[config.mk]
export PLATFORM = sky130hd
export DESIGN_NAME = utf8_to_utf16_decoder_flat
export DESIGN_NICKNAME = d
export VERILOG_FILES = /design/src/sv/utd_pkg.sv /design/src/sv/utd_if.sv /design/src/sv/utd_decode.sv /design/src/sv/utd_serial.sv /design/src/sv/utf8_to_utf16_decoder.sv /design/src/flat_wrapper.sv
export SDC_FILE = /design/constraint.sdc
export NUM_CORES = 1
export LEC_CHECK = 0
export BUFFER_PORTS_ARGS = -buffer_cell sky130_fd_sc_hd__buf_4
export CORE_UTILIZATION = 53
export DETAILED_ROUTE_END_ITERATION = 10
export PLACE_DENSITY = 0.76
export SLEW_MARGIN = 0
export SYNTH_ARGS = -nofsm -noshare
export SYNTH_HDL_FRONTEND = slang
export SYNTH_SLANG_ARGS = --single-unit
[constraint.sdc]
create_clock -name clk -period 2.65 [get_ports clk]
set_input_delay 0.53 -clock clk [delete_from_list [all_inputs] [get_ports clk]]
set_output_delay 0.53 -clock clk [all_outputs]
set_load 0.02 [all_outputs]
[src/sv/utd_pkg.sv]
// shared types, constants and helpers for the utf-8 to utf-16 decoder
package utd_pkg;

  // result kinds
  typedef enum logic [1:0] {
    KIND_UNIT   = 2'd0,
    KIND_ACCEPT = 2'd1,
    KIND_REJECT = 2'd2
  } kind_t;

  // byte classification bounds
  localparam logic [7:0] ASCII_LIMIT = 8'h80;
  localparam logic [7:0] LEAD2_MIN   = 8'hC2;
  localparam logic [7:0] LEAD2_MAX   = 8'hDF;
  localparam logic [7:0] LEAD3_MIN   = 8'hE0;
  localparam logic [7:0] LEAD3_MAX   = 8'hEF;
  localparam logic [7:0] LEAD4_MIN   = 8'hF0;
  localparam logic [7:0] LEAD4_MAX   = 8'hF4;

  // scalar bounds and surrogate constants
  localparam logic [20:0] SCALAR_MAX  = 21'h10FFFF;
  localparam logic [20:0] SURR_MIN    = 21'h00D800;
  localparam logic [20:0] SURR_MAX    = 21'h00DFFF;
  localparam logic [20:0] BMP_MAX     = 21'h00FFFF;
  localparam logic [20:0] PLANE1_BASE = 21'h010000;
  localparam logic [20:0] HIGH_BASE   = 21'h00D800;
  localparam logic [20:0] LOW_BASE    = 21'h00DC00;

  // per-string decoder state
  typedef struct packed {
    logic [20:0] partial;
    logic [1:0]  bexp;
    logic [1:0]  oclass;
    logic        rej;
  } dec_state_t;

  // one result
  typedef struct packed {
    logic [20:0] value;
    kind_t       kind;
  } res_t;

  // all results caused by one byte
  typedef struct packed {
    res_t [2:0]  ent;
    logic [1:0]  cnt;
  } res_grp_t;

  // smallest legal scalar for each overlong class
  function automatic logic [20:0] class_min(input logic [1:0] oc);
    logic [20:0] m;
    unique case (oc)
      2'd0: m = 21'h000000;
      2'd1: m = 21'h000080;
      2'd2: m = 21'h000800;
      default: m = 21'h010000;
    endcase
    return m;
  endfunction

endpackage

[src/sv/utd_if.sv]
// channel interfaces for bytes, results and configuration writes
interface utd_in_if;
  logic       valid;
  logic       ready;
  logic [7:0] data_byte;
  logic       end_of_string;
  modport source (output valid, output data_byte, output end_of_string, input ready);
  modport sink (input valid, input data_byte, input end_of_string, output ready);
endinterface

interface utd_out_if;
  logic        valid;
  logic        ready;
  logic [20:0] code_value;
  logic [1:0]  item_kind;
  logic        last_of_run;
  modport source (output valid, output code_value, output item_kind, output last_of_run,
                  input ready);
  modport sink (input valid, input code_value, input item_kind, input last_of_run,
                output ready);
endinterface

interface utd_cfg_if;
  logic valid;
  logic ready;
  logic emit_utf16;
  modport source (output valid, output emit_utf16, input ready);
  modport sink (input valid, input emit_utf16, output ready);
endinterface

[src/sv/utd_decode.sv]
// combinational byte decoder: next string state and the results of one byte
module utd_decode
  import utd_pkg::*;
(
  input  dec_state_t st_i,
  input  logic [7:0] data_byte,
  input  logic       end_of_string,
  input  logic       emit_utf16,
  output dec_state_t st_o,
  output res_grp_t   grp_o
);

  dec_state_t  st;
  res_grp_t    grp;
  logic [20:0] s;
  logic [20:0] v;
  logic        emit;
  logic [1:0]  k;

  always_comb begin
    st   = st_i;
    grp  = '0;
    s    = '0;
    v    = '0;
    emit = 1'b0;
    k    = 2'd0;

    // lead or continuation byte
    if (!st.rej) begin
      if (st.bexp == 2'd0) begin
        if (data_byte < ASCII_LIMIT) begin
          s    = {13'd0, data_byte};
          emit = 1'b1;
        end else if (data_byte >= LEAD2_MIN && data_byte <= LEAD2_MAX) begin
          st.partial = {16'd0, data_byte[4:0]};
          st.bexp    = 2'd1;
          st.oclass  = 2'd1;
        end else if (data_byte >= LEAD3_MIN && data_byte <= LEAD3_MAX) begin
          st.partial = {17'd0, data_byte[3:0]};
          st.bexp    = 2'd2;
          st.oclass  = 2'd2;
        end else if (data_byte >= LEAD4_MIN && data_byte <= LEAD4_MAX) begin
          st.partial = {18'd0, data_byte[2:0]};
          st.bexp    = 2'd3;
          st.oclass  = 2'd3;
        end else begin
          st.rej = 1'b1;
        end
      end else if (data_byte[7:6] != 2'b10) begin
        st.rej = 1'b1;
      end else begin
        st.partial = {st.partial[14:0], data_byte[5:0]};
        st.bexp    = st.bexp - 2'd1;
        if (st.bexp == 2'd0) begin
          s = st.partial;
          if (s < class_min(st.oclass) || s > SCALAR_MAX ||
              (s >= SURR_MIN && s <= SURR_MAX)) begin
            st.rej = 1'b1;
          end else begin
            emit = 1'b1;
          end
          st.partial = '0;
          st.oclass  = 2'd0;
        end
      end
    end

    // scalar out, split into a surrogate pair when asked
    if (emit) begin
      if (emit_utf16 && s > BMP_MAX) begin
        v = s - PLANE1_BASE;
        grp.ent[0].value = HIGH_BASE + {11'd0, v[19:10]};
        grp.ent[0].kind  = KIND_UNIT;
        grp.ent[1].value = LOW_BASE + {11'd0, v[9:0]};
        grp.ent[1].kind  = KIND_UNIT;
        k = 2'd2;
      end else begin
        grp.ent[0].value = s;
        grp.ent[0].kind  = KIND_UNIT;
        k = 2'd1;
      end
    end

    // end of string marker and state clear
    if (end_of_string) begin
      if (st.bexp != 2'd0) begin
        st.rej = 1'b1;
      end
      grp.ent[k].value = '0;
      grp.ent[k].kind  = st.rej ? KIND_REJECT : KIND_ACCEPT;
      k  = k + 2'd1;
      st = '0;
    end

    grp.cnt = k;
  end

  assign st_o  = st;
  assign grp_o = grp;

endmodule

[src/sv/utd_serial.sv]
// result register: holds the results of one byte and hands them out one a cycle while the receiver is ready
module utd_serial
  import utd_pkg::*;
(
  input  logic      clk,
  input  logic      rst_n,
  input  logic      load,
  input  res_grp_t  grp_i,
  output logic      can_load,
  utd_out_if.source out_ch
);

  res_t [2:0] ent_r;
  logic [1:0] cnt_r, cnt_nxt;
  logic [1:0] idx_r, idx_nxt;
  logic       pop;
  res_t       cur;

  assign pop      = (cnt_r != 2'd0) && out_ch.ready;
  assign can_load = (cnt_r == 2'd0) || ((cnt_r == 2'd1) && out_ch.ready);

  // index and remaining count
  always_comb begin
    cnt_nxt = cnt_r;
    idx_nxt = idx_r;
    if (load) begin
      cnt_nxt = grp_i.cnt;
      idx_nxt = 2'd0;
    end else if (pop) begin
      cnt_nxt = cnt_r - 2'd1;
      idx_nxt = idx_r + 2'd1;
    end
  end

  always_ff @(posedge clk) begin
    if (!rst_n) begin
      cnt_r <= 2'd0;
      idx_r <= 2'd0;
    end else begin
      cnt_r <= cnt_nxt;
      idx_r <= idx_nxt;
    end
  end

  // payload needs no reset
  always_ff @(posedge clk) begin
    if (load) begin
      ent_r <= grp_i.ent;
    end
  end

  // current result
  always_comb begin
    unique case (idx_r)
      2'd0: cur = ent_r[0];
      2'd1: cur = ent_r[1];
      default: cur = ent_r[2];
    endcase
  end

  assign out_ch.valid       = (cnt_r != 2'd0);
  assign out_ch.code_value  = cur.value;
  assign out_ch.item_kind   = cur.kind;
  assign out_ch.last_of_run = (cnt_r == 2'd1);

endmodule

[src/sv/utf8_to_utf16_decoder.sv]
// Validating UTF-8 decoder emitting UTF-16 code units or whole scalars.
// A byte's results are loaded into the result register as the byte is accepted; the first is offered in the next cycle.
// Throughput: one byte a cycle while each byte gives at most one result and the receiver is
// ready; a byte with more results holds the input until its last is taken (single result register).
// Reset: string state cleared, result register empty, emit_utf16 set to 1.
module utf8_to_utf16_decoder
  import utd_pkg::*;
(
  input  logic      clk,
  input  logic      rst_n,
  utd_in_if.sink    in_ch,
  utd_out_if.source out_ch,
  utd_cfg_if.sink   cfg_ch
);

  dec_state_t st_r, st_nxt;
  res_grp_t   grp;
  logic       emit_r;
  logic       can_load;
  logic       in_acc;

  assign in_ch.ready  = can_load;
  assign in_acc       = in_ch.valid && can_load;
  assign cfg_ch.ready = 1'b1;

  // per-byte decode
  utd_decode u_decode (
    .st_i          (st_r),
    .data_byte     (in_ch.data_byte),
    .end_of_string (in_ch.end_of_string),
    .emit_utf16    (emit_r),
    .st_o          (st_nxt),
    .grp_o         (grp)
  );

  // string state and configuration register
  always_ff @(posedge clk) begin
    if (!rst_n) begin
      st_r   <= '0;
      emit_r <= 1'b1;
    end else begin
      if (in_acc) begin
        st_r <= st_nxt;
      end
      if (cfg_ch.valid) begin
        emit_r <= cfg_ch.emit_utf16;
      end
    end
  end

  // result register and output sequencing
  utd_serial u_serial (
    .clk      (clk),
    .rst_n    (rst_n),
    .load     (in_acc),
    .grp_i    (grp),
    .can_load (can_load),
    .out_ch   (out_ch)
  );

endmodule

[src/flat_wrapper.sv]
// flat-port wrapper written by rule: the top's interface ports become plain ports
module utf8_to_utf16_decoder_flat import utd_pkg::*;
  (clk, rst_n, in_ch_valid, in_ch_data_byte, in_ch_end_of_string, in_ch_ready, out_ch_valid, out_ch_code_value, out_ch_item_kind, out_ch_last_of_run, out_ch_ready, cfg_ch_valid, cfg_ch_emit_utf16, cfg_ch_ready);
  utd_in_if in_ch_i ();
  utd_out_if out_ch_i ();
  utd_cfg_if cfg_ch_i ();
  input  logic clk;
  input  logic rst_n;
  input wire logic [$bits(in_ch_i.valid)-1:0] in_ch_valid;
  input wire logic [$bits(in_ch_i.data_byte)-1:0] in_ch_data_byte;
  input wire logic [$bits(in_ch_i.end_of_string)-1:0] in_ch_end_of_string;
  output wire logic [$bits(in_ch_i.ready)-1:0] in_ch_ready;
  output wire logic [$bits(out_ch_i.valid)-1:0] out_ch_valid;
  output wire logic [$bits(out_ch_i.code_value)-1:0] out_ch_code_value;
  output wire logic [$bits(out_ch_i.item_kind)-1:0] out_ch_item_kind;
  output wire logic [$bits(out_ch_i.last_of_run)-1:0] out_ch_last_of_run;
  input wire logic [$bits(out_ch_i.ready)-1:0] out_ch_ready;
  input wire logic [$bits(cfg_ch_i.valid)-1:0] cfg_ch_valid;
  input wire logic [$bits(cfg_ch_i.emit_utf16)-1:0] cfg_ch_emit_utf16;
  output wire logic [$bits(cfg_ch_i.ready)-1:0] cfg_ch_ready;
  assign in_ch_i.valid = in_ch_valid;
  assign in_ch_i.data_byte = in_ch_data_byte;
  assign in_ch_i.end_of_string = in_ch_end_of_string;
  assign in_ch_ready = in_ch_i.ready;
  assign out_ch_valid = out_ch_i.valid;
  assign out_ch_code_value = out_ch_i.code_value;
  assign out_ch_item_kind = out_ch_i.item_kind;
  assign out_ch_last_of_run = out_ch_i.last_of_run;
  assign out_ch_i.ready = out_ch_ready;
  assign cfg_ch_i.valid = cfg_ch_valid;
  assign cfg_ch_i.emit_utf16 = cfg_ch_emit_utf16;
  assign cfg_ch_ready = cfg_ch_i.ready;
  utf8_to_utf16_decoder u_core (.clk(clk), .rst_n(rst_n), .in_ch(in_ch_i), .out_ch(out_ch_i), .cfg_ch(cfg_ch_i));
endmodule
# After elaboration in Yosys (flattened, before gate mapping)
# Index checks and enable logic that the tools add are counted.
word_totals:
  register_bits: 94
  inputBits: 15
  output_inout_bits: 27
  word_cells: 118
op_classes:
  addsub: 7
  magnitude_cmp: 14
  eq_ne: 9
  muxes: 50
  n_bitwise: 1
  reduce_logical: 24
ops:
  columns: ["operator", "count"]
  rows:
  - ["$mux W21", 8]
  - ["$bwmux W69", 2]
  - ["$mux W19", 5]
  - ["$demux W23 S2", 2]
  - ["$mux W20", 4]
  - ["$pmux W17 S3", 1]
  - ["$mux W23", 2]
  - ["$mux W46", 1]
  - ["$pmux W23 S2", 1]
  - ["$mux W42", 1]
  - ["$add A16 B10 Y17 const A", 2]
  - ["$ge A8 B8 Y1 const B", 3]
  - ["$le A8 B8 Y1 const B", 3]
  - ["$ge A21 B16 Y1 const B", 1]
  - ["$gt A21 B16 Y1 const B", 1]
  - ["$gt A21 B21 Y1 const B", 1]
  - ["$le A21 B16 Y1 const B", 1]
  - ["$lt A21 B21 Y1", 1]
  - ["$sub A20 B17 Y20 const B", 1]
  - ["$mux W15", 1]
  - ["$mux W2", 7]
  - ["$mux W1", 13]
  - ["$logic_not A2 Y1", 5]
  - ["$logic_and A1 B1 Y1", 9]
  - ["19 further kinds", 29]

# Logic depth before layout (Yosys ltp)
depth:
  ltp_word: 22
  ltp_mapped: 14
  depth_no_buf: 10

# Cells and area by module
# A second synthesis with hierarchy kept.
hier_totals:
  hier_cells: 584
  area_unflattened_um2: 5738.0
modules_own_cells:
  columns: ["module", "n_inst", "cells_per_inst", "area_per_inst_um2", "seq_area_each_um2"]
  rows:
  - ["utd_serial", 1, 174, 2717.6, 2152.1]
  - ["utd_decode", 1, 285, 1885.6, 0.0]
  - ["utf8_to_utf16_decoder", 1, 125, 1134.8, 540.5]

# Least setup slack after synthesis
# Ideal clock, no wire load.
synth_timing:
  path_type: "register to register"
  startpoint: "reg u_core.st_r[3] (netlist bit)"
  endpoint: "reg u_core.u_serial.ent_r[8] (netlist bit) (data pin)"
  setup_ns: 0.167
  t_arrival_ns: 2.706
  required_ns: 2.483
  slack_ns: -0.223
  stages_incl_launch_ff: 14
  path_buffers: 4
  period_less_slack_ns: 2.873
  cell_sequence: "dfxtp_1 inv_1 ha_1 nor4b_2 and2_1 clkbuf_1 clkbuf_1 nand2_1 ha_1 nand4_1 nand4b_1 buf_4 buf_2 a211oi_1"
synth_rtl:
  columns: ["element", "line_no", "source"]
  rows:
  - ["start, declared", "utf8_to_utf16_decoder.sv:16", "dec_state_t st_r, st_nxt;"]
  - ["start signal, assigned", "utf8_to_utf16_decoder.sv:43", "st_r <= st_nxt;"]
  - ["end signal, assigned", "utd_serial.sv:48", "ent_r <= grp_i.ent;"]
  - ["end, declared", "utd_serial.sv:13", "res_t [2:0] ent_r;"]

# Final worst setup path
layout_timing:
  startpoint: "reg u_core.st_r[4] (netlist bit)"
  endpoint: "reg u_core.u_serial.ent_r[47] (netlist bit) (data pin)"
layout_via:
  elab_chain_cells: 15
  word_cells_on_any_way: 36
  classes_between: "add/sub (1); order compare (3); mux (27); reduce/logical (5)"
layout_lines:
  columns: ["element", "line_no", "source"]
  rows:
  - ["$sub A2 B1 Y2", "utd_decode.sv:53", "st.bexp = st.bexp - 2'd1;"]
  - ["$logic_not A2 Y1", "utd_decode.sv:54", "if (st.bexp == 2'd0) begin"]
  - ["$mux W21", "utd_decode.sv:54", null]
  - ["$mux W21", "utd_decode.sv:49", "end else if (data_byte[7:6] != 2'b10) begin"]
  - ["$mux W21", "utd_decode.sv:30", "if (st.bexp == 2'd0) begin"]
  - ["$mux W21", "utd_decode.sv:29", "if (!st.rej) begin"]
  - ["$gt A21 B16 Y1", "utd_decode.sv:70", "if (emit_utf16 && s > BMP_MAX) begin"]
  - ["$logic_and A1 B1 Y1", "utd_decode.sv:70", null]
  - ["$mux W2", "utd_decode.sv:70", null]
  - ["$mux W2", "utd_decode.sv:69", "if (emit) begin"]
  - ["$lt A2 B3 Y1 (not written as such) or $ge A2 B1 Y1 (tied branches)", "utd_decode.sv:90", "grp.ent[k].kind = st.rej ? KIND_REJECT : KIND_ACCEPT;"]
  - ["$logic_and A1 B1 Y1 (not written as such)", "utd_decode.sv:90", null]
  - ["$mux W2", "utd_decode.sv:90", null]
  - ["$demux W23 S2", "utd_decode.sv:90", null]
  - ["$bwmux W69 *", "utd_decode.sv:90", null]
# Mark *: on every way between the ends. The rest lies on a longest branch, timed or not. The select of a mux whose other input is x is not followed.
# A chain may end at the register's enable or synchronous reset.

==> metrics.yaml <==
status: "finished clean"
htreeDepth: 3
worst-path-buf-inv: 4
postCtsHoldBufs: 0
rr_endpoint: "u_core.u_serial.ent_r[47]"
vias: 2972
io_pins: 42
die_w_um: 83.2
async_flop_share_pct: 0
synthXorXnorAreaFrac_pct: 0.751
cp-end-kind: "flip-flop"
irDropWorstVdd_mv: 0.423
min_period_ns: 2.51
via_per_inst: 5.84
synth_nets: 410
start_kind: "flip-flop"
nets: 452
postPlaceCellArea_um2: 3920
postSynthCellCount: 385
synth_edf_count: 38
initial_core_util_pct: 55.1
cts_max_path_buffers: 2
arrival_ns: 2.61
cp_cell_sequence: "inv_1, ha_1, buf_4, mux2i_1, nor4_2, a21oi_1, nand4b_1, buf_4, nor2_1, buf_4, and3_1"
synthAdderAreaFrac_pct: 3.58
leakage_nw: 1.63
timing.rr.start: "u_core.st_r[4]"
hold_viol_final: 0
grt_usage_pct: 23.7
synth_compound_area_share_pct: 14.7
relSlewSlack_pct: 65.3
synth_cell_types: 57
hold-path-endpoint: "u_core.emit_r"
hold_path.class: "primary input to flip-flop"
die_area_um2: 6930
r2r_cells: 11
grt_pass1_wl_um: 13000
cpMaxStageDelayCell: "mux2i_1"
yosysWarnings: 0
clock-sinks: 63
layout-drive-gt1-share_pct: 19.2
r2r_setup_slack_ns: 0.14
fp.dieH_um: 83.2
path_delay_family: "buffers and inverters"
first_pass_iters: 5
cap_violations: 0
slew_violations: 0
setup_viol: 0
area_growth_pct: 18.3
nFillCells: 502
grt_max_degree: 34
drtIter0Drc: 217
wl_um: 8180
ys_ff_latch: 63
cpPeakStageDelay_ns: 0.40
yosys.area_share.simple_pct: 27.3
crit_path_max_fanout: 16
max_freq_ghz: 0.398
rows: 29
core_um2: 6350
ys.flop_type: "edfxtp_1"
port_buffers: 40
overflow: 0
synth_top_family_by_area: "simple AND/OR/NAND/NOR gates"
syn_area_um2: 3500
grt_pass1_vias: 2680
place.gp.congestion: 0.889
avgSynthCellArea_um2: 9.09
clk_pin_slew_ns: 0.07
worst_slew_pin_slew_ns: 0.519
antennaDiodeCount: 0
cts_tree: "built"
worstPathRequired_ns: 2.75
powerDensity_nw_per_um2: 713
clock_latency_ns: 0.35
cts_inserted_buffers: 9
clock_skew_ns: 0.00911
place_hpwl_um: 5740
crit_type: "flip-flop to flip-flop"
drc: 0
antenna_found_initial: 0
min_period_over_period_pct: 94.8
ant_nets: 0
fin_area_um2: 4140
cts_setup_buffers: 0
whs_path_depth: 3
synth_mux_area_share_pct: 2.11
cpMostUsedCell: "buf_4"
worst_hold_slack_ns: 0.400
cts-root-buf: "clkbuf_8"
wire_per_inst_um: 16.1
hp-start: "cfg_ch_emit_utf16"
yosysSeqAreaShare_pct: 46.9
routing by layer:
| metal | vias to the layer above | global-route usage (%) | wire length, µm |
|---|---|---|---|
| li1 | 1464 | - | - |
| met1 | 1380 | 32.2 | 3720 |
| met2 | 112 | 36.6 | 3720 |
| met3 | 16 | 5.86 | 563 |
| met4 | 0 | 9.09 | 178 |
| met5 | - | 0 | 0 |
stage by stage:
step	power, W	TNS [ns]	util (%)	instances	setup slack (ns)
after detailed placement	0.00207	0	61.7	493	0.0726
after global routing	0.00307	-0.252	65.2	509	-0.0437
after floorplan	0.00176	0	-	385	0.00252
after CTS	0.00295	0	64.9	509	0.0942
after global placement	0.00205	0	61.7	493	0.185
final	0.00295	0	65.2	509	0.138
how the worst max path moves through the flow:
stage                             startpoint                   endpoint  slack (ns)  cells past startpoint
after floorplan               u_core.st_r[3]   u_core.u_serial.ent_r[8]       0.003                     13
after global placement    in_ch_data_byte[6]   u_core.u_serial.ent_r[6]        0.18                     10
after detailed placement  in_ch_data_byte[6]   u_core.u_serial.ent_r[6]        0.07                     10
after CTS                     u_core.st_r[4]   u_core.u_serial.ent_r[3]        0.09                     11
after global routing          u_core.st_r[4]  u_core.u_serial.ent_r[26]       -0.04                     11
final                         u_core.st_r[4]  u_core.u_serial.ent_r[47]        0.14                     11
worst min-delay path, cell delays in order:
cell and delay [ns]:
buf_4 0.07, mux2i_1 0.05, nand2_1 0.06
cell type report:
| type | count | area [µm²] | area share, % |
|---|---|---|---|
| clock inverters | 4 | 70.1 | 1.69 |
| flip-flops and latches | 63 | 1640 | 39.7 |
| well taps | 77 | 96.3 | 2.33 |
| multi-input cells | 284 | 1720 | 41.5 |
| inverters | 11 | 41.3 | 0.998 |
| repair buffers | 58 | 435 | 10.5 |
| clock buffers | 12 | 135 | 3.27 |
sequential cells by signal, summed over array words and instances, names as in the netlist:
name / count
u_core.emit_r: 1
u_core.st_r: 20
u_core.u_serial.cnt_r: 2
u_core.u_serial.ent_r: 38
u_core.u_serial.idx_r: 2
synthesized netlist by cell type, drive strengths merged (2+ instances only):
cell     number  area, µm²
ha           10        125
a211oi        2       15.0
inv          11       41.3
o41ai         2       17.5
xnor2         2       17.5
and2         22        138
buf          11       58.8
clkbuf       16       60.1
mux2          3       33.8
nor2         19       71.3
o31a          2       17.5
a21oi        21        116
mux2i         4       40.0
nor3b         4       30.0
o21a          2       15.0
o21ai        18       90.1
nand3        18       90.1
nand4b        3       26.3
nor3         12       60.1
a22o         10       87.6
or2           6       37.5
dfxtp        25        500
edfxtp       38       1140
o211ai        3       22.5
nand2b        6       37.5
or3           3       18.8
nand4         7       43.8
a31oi         2       12.5
nor4          3       18.8
a22oi         2       15.0
nand2        68        255
and3          2       12.5
nor2b         6       37.5
and4          2       17.5
a2bb2oi       2       17.5
cell usage in the layout, fill, tap and decap left out, drive strengths merged, types with 12 or more instances in the layout:
cell and count:
nor3 12, o21ai 18, clkbuf 12, nand3 18, a21oi 21, buf 58, dfxtp 25, nand2 68
nor2 19, and2 22, edfxtp 38
cell families (layout without fill, tap and decap cells):
kind of cell / Yosys count / in the layout
AOI/OAI and AO/OA: 76 / 76
xor gates and xnor gates: 3 / 3
adders and majority gates: 10 / 10
buffers and inverters: 38 / 85
DFF: 63 / 63
muxes: 7 / 7
other: 1 / 1
and+or+nand+nor: 187 / 187
power breakdown:
part / switching (W) / total (W) / internal, W / leakage (nW)
clock network: 0.000372 / 0.000900 / 0.000528 / 0.104
registers: 0.0000395 / 0.00123 / 0.00119 / 0.578
logic: 0.000504 / 0.000823 / 0.000319 / 0.946
total: 0.000915 / 0.00295 / 0.00204 / 1.63
timing repair:
item | in CTS | in global routing
endpoints found under the hold margin | 0 | 0
gates resized for setup | 0 | 3
endpoints found under the setup margin | 0 | 16
Power figures use the tool's default switching activity.
